[src/cdpc_pkg.sv]
package cdpc_pkg;

	// Field and datapath widths
	localparam int FRAC_BITS = 20;
	localparam int R_STEPS   = 8;
	localparam int FOUT_W    = 25;
	localparam int REF_W     = 27;
	localparam int VCO_W     = 30;
	localparam int FB_W      = FRAC_BITS + 1;
	localparam int QW        = VCO_W + FB_W;
	localparam int CNT_W     = $clog2(QW + 1);
	localparam int CMP_W     = REF_W + 7;
	localparam int P1_SHIFT  = 7;

	localparam int MS_P1_W   = 18;
	localparam int MS_P2_W   = 20;
	localparam int P3_W      = 21;
	localparam int R_W       = 3;
	localparam int PLL_P1_W  = 14;
	localparam int PLL_P2_W  = 20;
	localparam int STAT_W    = 2;

	// Limits
	localparam logic [VCO_W-1:0]  VCO_MIN   = VCO_W'(700000000);
	localparam logic [FOUT_W-1:0] FOUT_MAX  = FOUT_W'(20000000);
	localparam logic [REF_W-1:0]  REF_RESET = REF_W'(30720000);
	localparam int MS_LOW     = 6;
	localparam int MS_HIGH    = 1800;
	localparam int RATIO_LOW  = 15;
	localparam int RATIO_HIGH = 90;
	localparam int P1_OFFSET  = 512;

	typedef enum logic [STAT_W-1:0] {
		ST_OK    = 2'd0,
		ST_FREQ  = 2'd1,
		ST_NO_R  = 2'd2,
		ST_RATIO = 2'd3
	} status_t;

	typedef struct packed {
		logic load_in;
		logic div_start;
		logic div_pll;
		logic cap_mult;
		logic cap_fvco;
		logic cap_chk;
		logic cap_words;
		logic red_step;
		logic load_out;
	} cmd_t;

	typedef struct packed {
		logic freq_bad;
		logic r_fit;
		logic ratio_bad;
		logic div_done;
		logic red_done;
	} sts_t;

endpackage

[src/clock_divider_parameter_calc_core.sv]
// Channel  Handshake            Payload
// cfg      cfg_valid/cfg_ready  ref_freq
// in       in_valid/in_stall    fout
// out      out_valid/out_stall  ms_p1 ms_p2 ms_p3 r_code pll_p1 pll_p2 pll_p3 status
//
// One transaction at a time; a bad fout skips the divider and goes straight to the result.
// A full run uses the shared bit-serial divider twice, first for the
// multiplier and then for the PLL ratio with its fraction, and then strips
// trailing zeros from the fractions.
// arst_n clears the sequencer and output valid and sets ref_freq to 30720000.
// The result waits in the output register under out_stall while the next
// transaction is already being taken in.
module clock_divider_parameter_calc_core (
	input  logic                              clk,
	input  logic                              arst_n,
	input  logic                              cfg_valid,
	output logic                              cfg_ready,
	input  logic [cdpc_pkg::REF_W-1:0]        ref_freq,
	input  logic                              in_valid,
	output logic                              in_stall,
	input  logic [cdpc_pkg::FOUT_W-1:0]       fout,
	output logic                              out_valid,
	input  logic                              out_stall,
	output logic [cdpc_pkg::MS_P1_W-1:0]      ms_p1,
	output logic [cdpc_pkg::MS_P2_W-1:0]      ms_p2,
	output logic [cdpc_pkg::P3_W-1:0]         ms_p3,
	output logic [cdpc_pkg::R_W-1:0]          r_code,
	output logic [cdpc_pkg::PLL_P1_W-1:0]     pll_p1,
	output logic [cdpc_pkg::PLL_P2_W-1:0]     pll_p2,
	output logic [cdpc_pkg::P3_W-1:0]         pll_p3,
	output logic [cdpc_pkg::STAT_W-1:0]       status
);

	cdpc_pkg::cmd_t cmd;
	cdpc_pkg::sts_t sts;

	assign cfg_ready = 1'b1;

	cdpc_ctrl u_ctrl (
		.clk       (clk),
		.arst_n    (arst_n),
		.in_valid  (in_valid),
		.in_stall  (in_stall),
		.out_valid (out_valid),
		.out_stall (out_stall),
		.sts       (sts),
		.cmd       (cmd)
	);

	cdpc_dp u_dp (
		.clk      (clk),
		.arst_n   (arst_n),
		.cfg_we   (cfg_valid && cfg_ready),
		.cfg_data (ref_freq),
		.fout_in  (fout),
		.cmd      (cmd),
		.sts      (sts),
		.ms_p1    (ms_p1),
		.ms_p2    (ms_p2),
		.ms_p3    (ms_p3),
		.r_code   (r_code),
		.pll_p1   (pll_p1),
		.pll_p2   (pll_p2),
		.pll_p3   (pll_p3),
		.status   (status)
	);

endmodule

[src/cdpc_div.sv]
// Restoring divider, one quotient bit per cycle. Zeros are shifted in after
// the dividend is used up, so extra iterations produce fraction bits.
module cdpc_div (
	input  logic                            clk,
	input  logic                            arst_n,
	input  logic                            start,
	input  logic [cdpc_pkg::VCO_W-1:0]      dividend,
	input  logic [cdpc_pkg::REF_W-1:0]      divisor,
	input  logic [cdpc_pkg::CNT_W-1:0]      iters,
	output logic                            done,
	output logic [cdpc_pkg::QW-1:0]         quo
);

	logic                           busy_q;
	logic                           done_q;
	logic [cdpc_pkg::CNT_W-1:0]     cnt_q;
	logic [cdpc_pkg::REF_W-1:0]     rem_q;
	logic [cdpc_pkg::REF_W-1:0]     dvs_q;
	logic [cdpc_pkg::VCO_W-1:0]     dvd_q;
	logic [cdpc_pkg::QW-1:0]        quo_q;

	logic [cdpc_pkg::REF_W:0]       trial;
	logic [cdpc_pkg::REF_W:0]       diff;
	logic                           ge;
	logic [cdpc_pkg::REF_W-1:0]     rem_nxt;

	always_comb begin
		trial   = {rem_q, dvd_q[cdpc_pkg::VCO_W-1]};
		ge      = trial >= {1'b0, dvs_q};
		diff    = trial - {1'b0, dvs_q};
		rem_nxt = ge ? diff[cdpc_pkg::REF_W-1:0] : trial[cdpc_pkg::REF_W-1:0];
	end

	always_ff @(posedge clk or negedge arst_n) begin
		if (!arst_n) begin
			busy_q <= 1'b0;
			done_q <= 1'b0;
			cnt_q  <= '0;
		end else begin
			done_q <= 1'b0;
			if (start) begin
				busy_q <= 1'b1;
				cnt_q  <= iters;
			end else if (busy_q) begin
				cnt_q <= cnt_q - 1'b1;
				if (cnt_q == cdpc_pkg::CNT_W'(1)) begin
					busy_q <= 1'b0;
					done_q <= 1'b1;
				end
			end
		end
	end

	always_ff @(posedge clk) begin
		if (start) begin
			rem_q <= '0;
			dvd_q <= dividend;
			dvs_q <= divisor;
			quo_q <= '0;
		end else if (busy_q) begin
			rem_q <= rem_nxt;
			dvd_q <= {dvd_q[cdpc_pkg::VCO_W-2:0], 1'b0};
			quo_q <= {quo_q[cdpc_pkg::QW-2:0], ge};
		end
	end

	assign done = done_q;
	assign quo  = quo_q;

	a_rem_below_divisor: assert property (@(posedge clk) disable iff (!arst_n)
		busy_q |-> rem_q < dvs_q)
		else $error("divider remainder not below divisor");

	a_done_after_busy: assert property (@(posedge clk) disable iff (!arst_n)
		done_q |-> !busy_q && $past(busy_q))
		else $error("divider done without a finishing step");

	a_cnt_live: assert property (@(posedge clk) disable iff (!arst_n)
		busy_q |-> cnt_q != '0)
		else $error("divider busy with empty count");

endmodule

[src/cdpc_dp.sv]
module cdpc_dp (
	input  logic                              clk,
	input  logic                              arst_n,
	input  logic                              cfg_we,
	input  logic [cdpc_pkg::REF_W-1:0]        cfg_data,
	input  logic [cdpc_pkg::FOUT_W-1:0]       fout_in,
	input  cdpc_pkg::cmd_t                    cmd,
	output cdpc_pkg::sts_t                    sts,
	output logic [cdpc_pkg::MS_P1_W-1:0]      ms_p1,
	output logic [cdpc_pkg::MS_P2_W-1:0]      ms_p2,
	output logic [cdpc_pkg::P3_W-1:0]         ms_p3,
	output logic [cdpc_pkg::R_W-1:0]          r_code,
	output logic [cdpc_pkg::PLL_P1_W-1:0]     pll_p1,
	output logic [cdpc_pkg::PLL_P2_W-1:0]     pll_p2,
	output logic [cdpc_pkg::P3_W-1:0]         pll_p3,
	output logic [cdpc_pkg::STAT_W-1:0]       status
);

	localparam int FW = cdpc_pkg::FRAC_BITS;
	localparam int WW = cdpc_pkg::VCO_W + cdpc_pkg::FRAC_BITS;
	localparam int PW = cdpc_pkg::FOUT_W + cdpc_pkg::VCO_W;

	logic [cdpc_pkg::REF_W-1:0]     ref_q;
	logic [cdpc_pkg::FOUT_W-1:0]    fout_q;
	logic [cdpc_pkg::VCO_W-1:0]     mult_q;
	logic [cdpc_pkg::VCO_W-1:0]     fvco_q;
	logic [cdpc_pkg::R_W-1:0]       r_q;
	logic                           r_fit_q;
	logic                           ratio_bad_q;

	logic [cdpc_pkg::FB_W-1:0]      ms_b_q, ms_c_q, pll_b_q, pll_c_q;
	logic [FW-1:0]                  ms_p2_q, pll_p2_q;
	logic [cdpc_pkg::MS_P1_W-1:0]   ms_p1_q;
	logic [cdpc_pkg::PLL_P1_W-1:0]  pll_p1_q;

	logic [cdpc_pkg::MS_P1_W-1:0]   out_ms_p1_q;
	logic [cdpc_pkg::MS_P2_W-1:0]   out_ms_p2_q;
	logic [cdpc_pkg::P3_W-1:0]      out_ms_p3_q;
	logic [cdpc_pkg::R_W-1:0]       out_r_q;
	logic [cdpc_pkg::PLL_P1_W-1:0]  out_pll_p1_q;
	logic [cdpc_pkg::PLL_P2_W-1:0]  out_pll_p2_q;
	logic [cdpc_pkg::P3_W-1:0]      out_pll_p3_q;
	cdpc_pkg::status_t              out_status_q;

	logic                           freq_bad;
	logic                           div_done;
	logic [cdpc_pkg::QW-1:0]        div_quo;
	logic [cdpc_pkg::VCO_W-1:0]     div_dvd;
	logic [cdpc_pkg::REF_W-1:0]     div_dvs;
	logic [cdpc_pkg::CNT_W-1:0]     div_iters;

	logic [PW-1:0]                  prod;
	logic                           r_fit;
	logic [cdpc_pkg::R_W-1:0]       r_sel;
	logic [cdpc_pkg::CMP_W-1:0]     ref_lo, ref_hi, fvco_x;
	logic                           ratio_bad;

	logic [WW-1:0]                  ms_wide;
	logic [cdpc_pkg::VCO_W-1:0]     ms_a, pll_a;
	logic [cdpc_pkg::FB_W-1:0]      ms_b0, pll_b0;
	logic [cdpc_pkg::FB_W:0]        pll_q1;
	logic [cdpc_pkg::MS_P1_W-1:0]   ms_p1_n;
	logic [cdpc_pkg::PLL_P1_W-1:0]  pll_p1_n;
	logic                           ms_red, pll_red;
	cdpc_pkg::status_t              status_n;

	// Config register
	always_ff @(posedge clk or negedge arst_n) begin
		if (!arst_n) begin
			ref_q <= cdpc_pkg::REF_RESET;
		end else if (cfg_we) begin
			ref_q <= cfg_data;
		end
	end

	assign freq_bad = (fout_q == '0) || (fout_q > cdpc_pkg::FOUT_MAX);

	// Shared divider: multiplier first (700 MHz / fout), then fvco / ref
	// with FB_W fraction bits appended.
	always_comb begin
		div_dvd   = cmd.div_pll ? fvco_q : cdpc_pkg::VCO_MIN;
		div_dvs   = cmd.div_pll ? ref_q : cdpc_pkg::REF_W'(fout_q);
		div_iters = cmd.div_pll ? cdpc_pkg::CNT_W'(cdpc_pkg::QW)
		                        : cdpc_pkg::CNT_W'(cdpc_pkg::VCO_W);
	end

	cdpc_div u_div (
		.clk      (clk),
		.arst_n   (arst_n),
		.start    (cmd.div_start),
		.dividend (div_dvd),
		.divisor  (div_dvs),
		.iters    (div_iters),
		.done     (div_done),
		.quo      (div_quo)
	);

	assign prod = PW'(fout_q) * PW'(mult_q);

	// First R that puts the output divider strictly inside its window
	always_comb begin
		r_fit = 1'b0;
		r_sel = '0;
		for (int i = cdpc_pkg::R_STEPS - 1; i >= 0; i--) begin
			if (mult_q > cdpc_pkg::VCO_W'(cdpc_pkg::MS_LOW << i) &&
			    mult_q < cdpc_pkg::VCO_W'(cdpc_pkg::MS_HIGH << i)) begin
				r_fit = 1'b1;
				r_sel = cdpc_pkg::R_W'(i);
			end
		end
	end

	always_comb begin
		ref_lo    = cdpc_pkg::CMP_W'(ref_q) * cdpc_pkg::CMP_W'(cdpc_pkg::RATIO_LOW);
		ref_hi    = cdpc_pkg::CMP_W'(ref_q) * cdpc_pkg::CMP_W'(cdpc_pkg::RATIO_HIGH);
		fvco_x    = cdpc_pkg::CMP_W'(fvco_q);
		ratio_bad = (ref_q == '0) || (fvco_x < ref_lo) || (fvco_x > ref_hi);
	end

	// Unreduced splits. P1 is the same before and after the reduction,
	// P2 of the reduced pair is the unreduced P2 shifted down alongside b.
	always_comb begin
		ms_wide  = {mult_q, {FW{1'b0}}} >> r_q;
		ms_a     = ms_wide[WW-1:FW];
		ms_b0    = {1'b0, ms_wide[FW-1:0]};
		pll_a    = div_quo[cdpc_pkg::QW-1:cdpc_pkg::FB_W];
		// round half up: b = (q + 1) / 2 with one extra fraction bit in q
		pll_q1   = {1'b0, div_quo[cdpc_pkg::FB_W-1:0]} + 1'b1;
		pll_b0   = pll_q1[cdpc_pkg::FB_W:1];
		ms_p1_n  = cdpc_pkg::MS_P1_W'({ms_a, {cdpc_pkg::P1_SHIFT{1'b0}}})
		         + cdpc_pkg::MS_P1_W'(ms_b0 >> (FW - cdpc_pkg::P1_SHIFT))
		         - cdpc_pkg::MS_P1_W'(cdpc_pkg::P1_OFFSET);
		pll_p1_n = cdpc_pkg::PLL_P1_W'({pll_a, {cdpc_pkg::P1_SHIFT{1'b0}}})
		         + cdpc_pkg::PLL_P1_W'(pll_b0 >> (FW - cdpc_pkg::P1_SHIFT))
		         - cdpc_pkg::PLL_P1_W'(cdpc_pkg::P1_OFFSET);
		ms_red   = (ms_c_q[cdpc_pkg::FB_W-1:1] != '0) && !ms_b_q[0];
		pll_red  = (pll_c_q[cdpc_pkg::FB_W-1:1] != '0) && !pll_b_q[0];
	end

	always_ff @(posedge clk) begin
		if (cmd.load_in) begin
			fout_q <= fout_in;
		end
		if (cmd.cap_mult) begin
			mult_q <= div_quo[cdpc_pkg::VCO_W-1:0] + 1'b1;
		end
		if (cmd.cap_fvco) begin
			fvco_q <= prod[cdpc_pkg::VCO_W-1:0];
		end
		if (cmd.cap_chk) begin
			r_q         <= r_sel;
			r_fit_q     <= r_fit;
			ratio_bad_q <= ratio_bad;
		end
		if (cmd.cap_words) begin
			ms_b_q   <= ms_b0;
			ms_c_q   <= cdpc_pkg::FB_W'(1) << FW;
			ms_p2_q  <= FW'({ms_b0, {cdpc_pkg::P1_SHIFT{1'b0}}});
			ms_p1_q  <= ms_p1_n;
			pll_b_q  <= pll_b0;
			pll_c_q  <= cdpc_pkg::FB_W'(1) << FW;
			pll_p2_q <= FW'({pll_b0, {cdpc_pkg::P1_SHIFT{1'b0}}});
			pll_p1_q <= pll_p1_n;
		end else if (cmd.red_step) begin
			if (ms_red) begin
				ms_b_q  <= ms_b_q >> 1;
				ms_c_q  <= ms_c_q >> 1;
				ms_p2_q <= ms_p2_q >> 1;
			end
			if (pll_red) begin
				pll_b_q  <= pll_b_q >> 1;
				pll_c_q  <= pll_c_q >> 1;
				pll_p2_q <= pll_p2_q >> 1;
			end
		end
	end

	always_comb begin
		if (freq_bad) begin
			status_n = cdpc_pkg::ST_FREQ;
		end else if (!r_fit_q) begin
			status_n = cdpc_pkg::ST_NO_R;
		end else if (ratio_bad_q) begin
			status_n = cdpc_pkg::ST_RATIO;
		end else begin
			status_n = cdpc_pkg::ST_OK;
		end
	end

	// Output register, zeroed words on any error
	always_ff @(posedge clk) begin
		if (cmd.load_out) begin
			out_status_q <= status_n;
			if (status_n == cdpc_pkg::ST_OK) begin
				out_ms_p1_q  <= ms_p1_q;
				out_ms_p2_q  <= cdpc_pkg::MS_P2_W'(ms_p2_q);
				out_ms_p3_q  <= cdpc_pkg::P3_W'(ms_c_q);
				out_r_q      <= r_q;
				out_pll_p1_q <= pll_p1_q;
				out_pll_p2_q <= cdpc_pkg::PLL_P2_W'(pll_p2_q);
				out_pll_p3_q <= cdpc_pkg::P3_W'(pll_c_q);
			end else begin
				out_ms_p1_q  <= '0;
				out_ms_p2_q  <= '0;
				out_ms_p3_q  <= '0;
				out_r_q      <= '0;
				out_pll_p1_q <= '0;
				out_pll_p2_q <= '0;
				out_pll_p3_q <= '0;
			end
		end
	end

	always_comb begin
		sts.freq_bad  = freq_bad;
		sts.r_fit     = r_fit_q;
		sts.ratio_bad = ratio_bad_q;
		sts.div_done  = div_done;
		sts.red_done  = !ms_red && !pll_red;
	end

	assign ms_p1  = out_ms_p1_q;
	assign ms_p2  = out_ms_p2_q;
	assign ms_p3  = out_ms_p3_q;
	assign r_code = out_r_q;
	assign pll_p1 = out_pll_p1_q;
	assign pll_p2 = out_pll_p2_q;
	assign pll_p3 = out_pll_p3_q;
	assign status = out_status_q;

endmodule

[src/cdpc_ctrl.sv]
module cdpc_ctrl (
	input  logic            clk,
	input  logic            arst_n,
	input  logic            in_valid,
	output logic            in_stall,
	output logic            out_valid,
	input  logic            out_stall,
	input  cdpc_pkg::sts_t  sts,
	output cdpc_pkg::cmd_t  cmd
);

	typedef enum logic [8:0] {
		S_IDLE   = 9'b000000001,
		S_DIVM   = 9'b000000010,
		S_WAITM  = 9'b000000100,
		S_MUL    = 9'b000001000,
		S_CHK    = 9'b000010000,
		S_DECIDE = 9'b000100000,
		S_WAITP  = 9'b001000000,
		S_RED    = 9'b010000000,
		S_DONE   = 9'b100000000
	} state_t;

	state_t state_q, state_n;
	logic   out_valid_q;
	logic   accept;
	logic   out_free;

	assign accept   = in_valid && (state_q == S_IDLE);
	assign out_free = !out_valid_q || !out_stall;

	always_comb begin
		state_n = state_q;
		cmd     = '0;
		case (state_q)
			S_IDLE: begin
				if (accept) begin
					cmd.load_in = 1'b1;
					state_n     = S_DIVM;
				end
			end
			S_DIVM: begin
				if (sts.freq_bad) begin
					state_n = S_DONE;
				end else begin
					cmd.div_start = 1'b1;
					state_n       = S_WAITM;
				end
			end
			S_WAITM: begin
				if (sts.div_done) begin
					cmd.cap_mult = 1'b1;
					state_n      = S_MUL;
				end
			end
			S_MUL: begin
				cmd.cap_fvco = 1'b1;
				state_n      = S_CHK;
			end
			S_CHK: begin
				cmd.cap_chk = 1'b1;
				state_n     = S_DECIDE;
			end
			S_DECIDE: begin
				if (!sts.r_fit || sts.ratio_bad) begin
					state_n = S_DONE;
				end else begin
					cmd.div_start = 1'b1;
					cmd.div_pll   = 1'b1;
					state_n       = S_WAITP;
				end
			end
			S_WAITP: begin
				cmd.div_pll = 1'b1;
				if (sts.div_done) begin
					cmd.cap_words = 1'b1;
					state_n       = S_RED;
				end
			end
			S_RED: begin
				cmd.red_step = 1'b1;
				if (sts.red_done) begin
					state_n = S_DONE;
				end
			end
			S_DONE: begin
				if (out_free) begin
					cmd.load_out = 1'b1;
					state_n      = S_IDLE;
				end
			end
			default: begin
				state_n = S_IDLE;
			end
		endcase
	end

	always_ff @(posedge clk or negedge arst_n) begin
		if (!arst_n) begin
			state_q     <= S_IDLE;
			out_valid_q <= 1'b0;
		end else begin
			state_q <= state_n;
			if (cmd.load_out) begin
				out_valid_q <= 1'b1;
			end else if (out_valid_q && !out_stall) begin
				out_valid_q <= 1'b0;
			end
		end
	end

	assign in_stall  = (state_q != S_IDLE);
	assign out_valid = out_valid_q;

	a_accept_starts: assert property (@(posedge clk) disable iff (!arst_n)
		in_valid && !in_stall |=> state_q == S_DIVM)
		else $error("accepted transaction did not start the sequence");

endmodule
[config.mk]
export PLATFORM = sky130hd
export DESIGN_NAME = clock_divider_parameter_calc_core
export DESIGN_NICKNAME = d
export VERILOG_FILES = /design/src/cdpc_pkg.sv /design/src/clock_divider_parameter_calc_core.sv /design/src/cdpc_div.sv /design/src/cdpc_dp.sv /design/src/cdpc_ctrl.sv
export SDC_FILE = /design/constraint.sdc
export NUM_CORES = 2
export LEC_CHECK = 0
export BUFFER_PORTS_ARGS = -buffer_cell sky130_fd_sc_hd__clkbuf_2
export CELL_PAD_IN_SITES_DETAIL_PLACEMENT = 0
export CELL_PAD_IN_SITES_GLOBAL_PLACEMENT = 1
export CORE_MARGIN = 1.5
export CORE_UTILIZATION = 45
export DETAILED_ROUTE_END_ITERATION = 7
export PLACE_DENSITY = 0.84
export SETUP_SLACK_MARGIN = 0.1
export SLEW_MARGIN = 5
export SYNTH_ARGS = -nofsm -noshare
export SYNTH_HDL_FRONTEND = slang
export SYNTH_HIERARCHICAL = 1
export SYNTH_SLANG_ARGS = --single-unit
[constraint.sdc]
create_clock -name clk -period 16.9 [get_ports clk]
set_clock_uncertainty 0.1 [all_clocks]
set_input_delay 3.38 -clock clk [delete_from_list [all_inputs] [get_ports clk]]
set_output_delay 3.38 -clock clk [all_outputs]
set_load 0.02 [all_outputs]
==> flow_summary.toml <==
[synth]
syn_area_per_cell_um2 = 10.05
syn_area_um2 = 43920
yosys_warnings = 6
syn_inst = 4369

[place]
gp_congestion = 0.9029
dp.cells = 5661
dp_hpwl_um = 79280
placed_area_um2 = 45890
port_buffers = 176

[grt]
antenna_found_initial = 2
grt_pass1_wl_um = 174000
track_usage_pct = 22.11
grt_pass1_vias = 31529
grt.overflow.total = 0
grt_max_degree = 117

[detailed_routing]
wire_per_inst_um = 18.75
routed-via-count = 30799
drc_errors = 0
via_per_inst = 5.342
drt_pass1_iterations = 6
ant_nets = 0
drtIter0Drc = 2138
routed_wl_um = 108100

[cells_and_area]
fin_area_um2 = 47790
final_common_cell = "inv_1"
stdcell_count = 5765
drive_gt1_share_pct = 9.715
finalNetCount = 5243
syn2layout_area_growth_pct = 8.809
layout.cells.most_common_list = "inv_1 (664), nand2_1 (458), fa_1 (437), and2_1 (385), edfxtp_1 (363)"
final.fill_count = 8894

[power]
power_density_nw_per_um2 = 116.2
peakVddDrop_mv = 0.1223
power.total_mw = 5.555
p_leak_nw = 21.16

[worst_setup_path]
path_buf_inv = 3
crit_fanout = 27
required_ns = 17.20
critPathMostFrequentCell = "fa_1"
cp.arrival_ns = 7.73
worstSetupEndpointType = "flip-flop"
path_class = "reg2reg"
crit_slowest_cell = "edfxtp_1"
crit_path_max_incr_delay_ns = 1.22
path_cells = "nand2_1 -> fa_1 -> fa_1 -> fa_1 -> inv_1 -> ha_1 -> fa_1 -> inv_1 -> fa_1 -> inv_1 -> fa_1 -> ha_1 -> a21oi_1 -> nor2_1 -> a211oi_1 -> a31oi_1 -> o41ai_1 -> o211a_1 -> mux2i_1 -> a211o_1"
path_delay_family = "adder cells"
start_kind = "flip-flop"

[sta]
min_period_ns = 7.431
setup_viol = 0
slew_headroom_pct = 12.79
final_hold_viol_count = 0
slew_viol_final = 0
fin_tns_setup_ns = 0
period_share_pct = 43.97
tightest_slew_ns = 1.308
fmax_mhz = 134.6
grt_setup_unrepaired = "false"

[die]
die_w_um = 315.4
io_pins = 179
core_area_um2 = 96710
fp-row-count = 114
initial_core_util_pct = 45.41
dieArea_um2 = 99480
dieHeight_um = 315.4

[clocking]
cts_tree = "yes"
ctsRootBufferMaster = "clkbuf_16"
cts_made_buffers = 56
cts.sinks = 521
insertion_delay_ns = 0.64
post-cts-setup-buffer-count = 0
clk_pin_slew_worst_paths_ns = 0.06
post_cts_resized = 0
clockBufferDepth = 3
htreeDepth = 2
postCtsHoldBufs = 0

[outcome]
status = "complete, no violations"

[hold_path]
hp-class = "reg2reg"

[flow_run]
cap_violations = 0
==> worst reg2reg max path, stage by stage, from the launching register on <==
cell and delay, ns:
edfxtp_1 1.22, nand2_1 0.21, fa_1 0.55, fa_1 0.52, fa_1 0.49, inv_1 0.04, ha_1 0.20, fa_1 0.53
inv_1 0.05, fa_1 0.47, inv_1 0.05, fa_1 0.43, ha_1 0.37, a21oi_1 0.21, nor2_1 0.07, a211oi_1 0.29
a31oi_1 0.18, o41ai_1 0.61, o211a_1 0.30, mux2i_1 0.09, a211o_1 0.26
==> path summary, 6_finish.rpt <==
kind	from	to	slack (ns)	cells after the start
setup / recovery	u_dp/fout_q[5]$_DFFE_PP_	u_dp/fvco_q[26]$_DFFE_PP_	9.47	20
hold / removal	u_dp/pll_c_q[0]$_SDFFE_PP0P_	u_dp/pll_c_q[0]$_SDFFE_PP0P_	0.35	2
setup reg to reg	u_dp/fout_q[5]$_DFFE_PP_	u_dp/fvco_q[26]$_DFFE_PP_	9.47	20
hold reg to reg	u_dp/pll_c_q[0]$_SDFFE_PP0P_	u_dp/pll_c_q[0]$_SDFFE_PP0P_	0.35	2
max in group asynchronous	arst_n	u_dp/u_div/busy_q$_DFF_PN0_	13.45	2
min in group asynchronous	arst_n	u_dp/ref_q[21]$_DFFE_PN0P_	2.74	2
==> cell type report <==
cell class / instances / area (um^2) / share of cell area, %
Timing Repair Buffer: 222 / 1226 / 2.566
Antenna cell: 1 / 2.502 / 0.005236
Multi-Input combinational cell: 2976 / 26260 / 54.96
Clock buffer: 74 / 1560 / 3.265
Clock inverter: 29 / 339.1 / 0.7095
Sequential cell: 521 / 14300 / 29.92
Inverter: 666 / 2500 / 5.231
Tap cell: 1276 / 1597 / 3.341
==> per-stage QoR <==
| stage | util [%] | setup WS, ns | hold slack [ns] |
|---|---|---|---|
| 4_1_cts | 49.41 | 9.563 | 0.3511 |
| 3_3_place_gp | 47.45 | 9.637 | 0.3395 |
| 5_1_grt | 49.42 | 8.997 | 0.3692 |
| 6_report | 49.42 | 9.469 | 0.3509 |
| 3_5_place_dp | 47.45 | 9.517 | 0.3427 |
| 2_1_floorplan | - | 7.764 | 0.3317 |
==> sequential cells by signal, summed over array words and instances, names as in the netlist, 25 cells and up <==
| signal | flops |
|---|---|
| u_dp/fvco_q | 30 |
| u_dp/u_div/dvs_q | 27 |
| u_dp/ref_q | 27 |
| u_dp/mult_q | 30 |
| u_dp/u_div/rem_q | 27 |
| u_dp/fout_q | 25 |
| u_dp/u_div/dvd_q | 30 |
| u_dp/u_div/quo | 30 |
==> per-layer routing <==
metal | global-route usage [%] | routed length [um] | vias to the layer above
li1 | - | - | 14422
met5 | 0 | 9 | -
met1 | 31.07 | 48200 | 15205
met4 | 5.448 | 2680 | 2
met3 | 3.286 | 6858 | 192
met2 | 35.99 | 50330 | 978
==> power breakdown <==
part | leakage [nW] | switching (mW) | internal, mW
logic | 15.4 | 1.53 | 1.10
clock network | 0.933 | 0.513 | 0.744
registers | 4.85 | 0.137 | 1.53
Power figures use the tool's default switching activity.
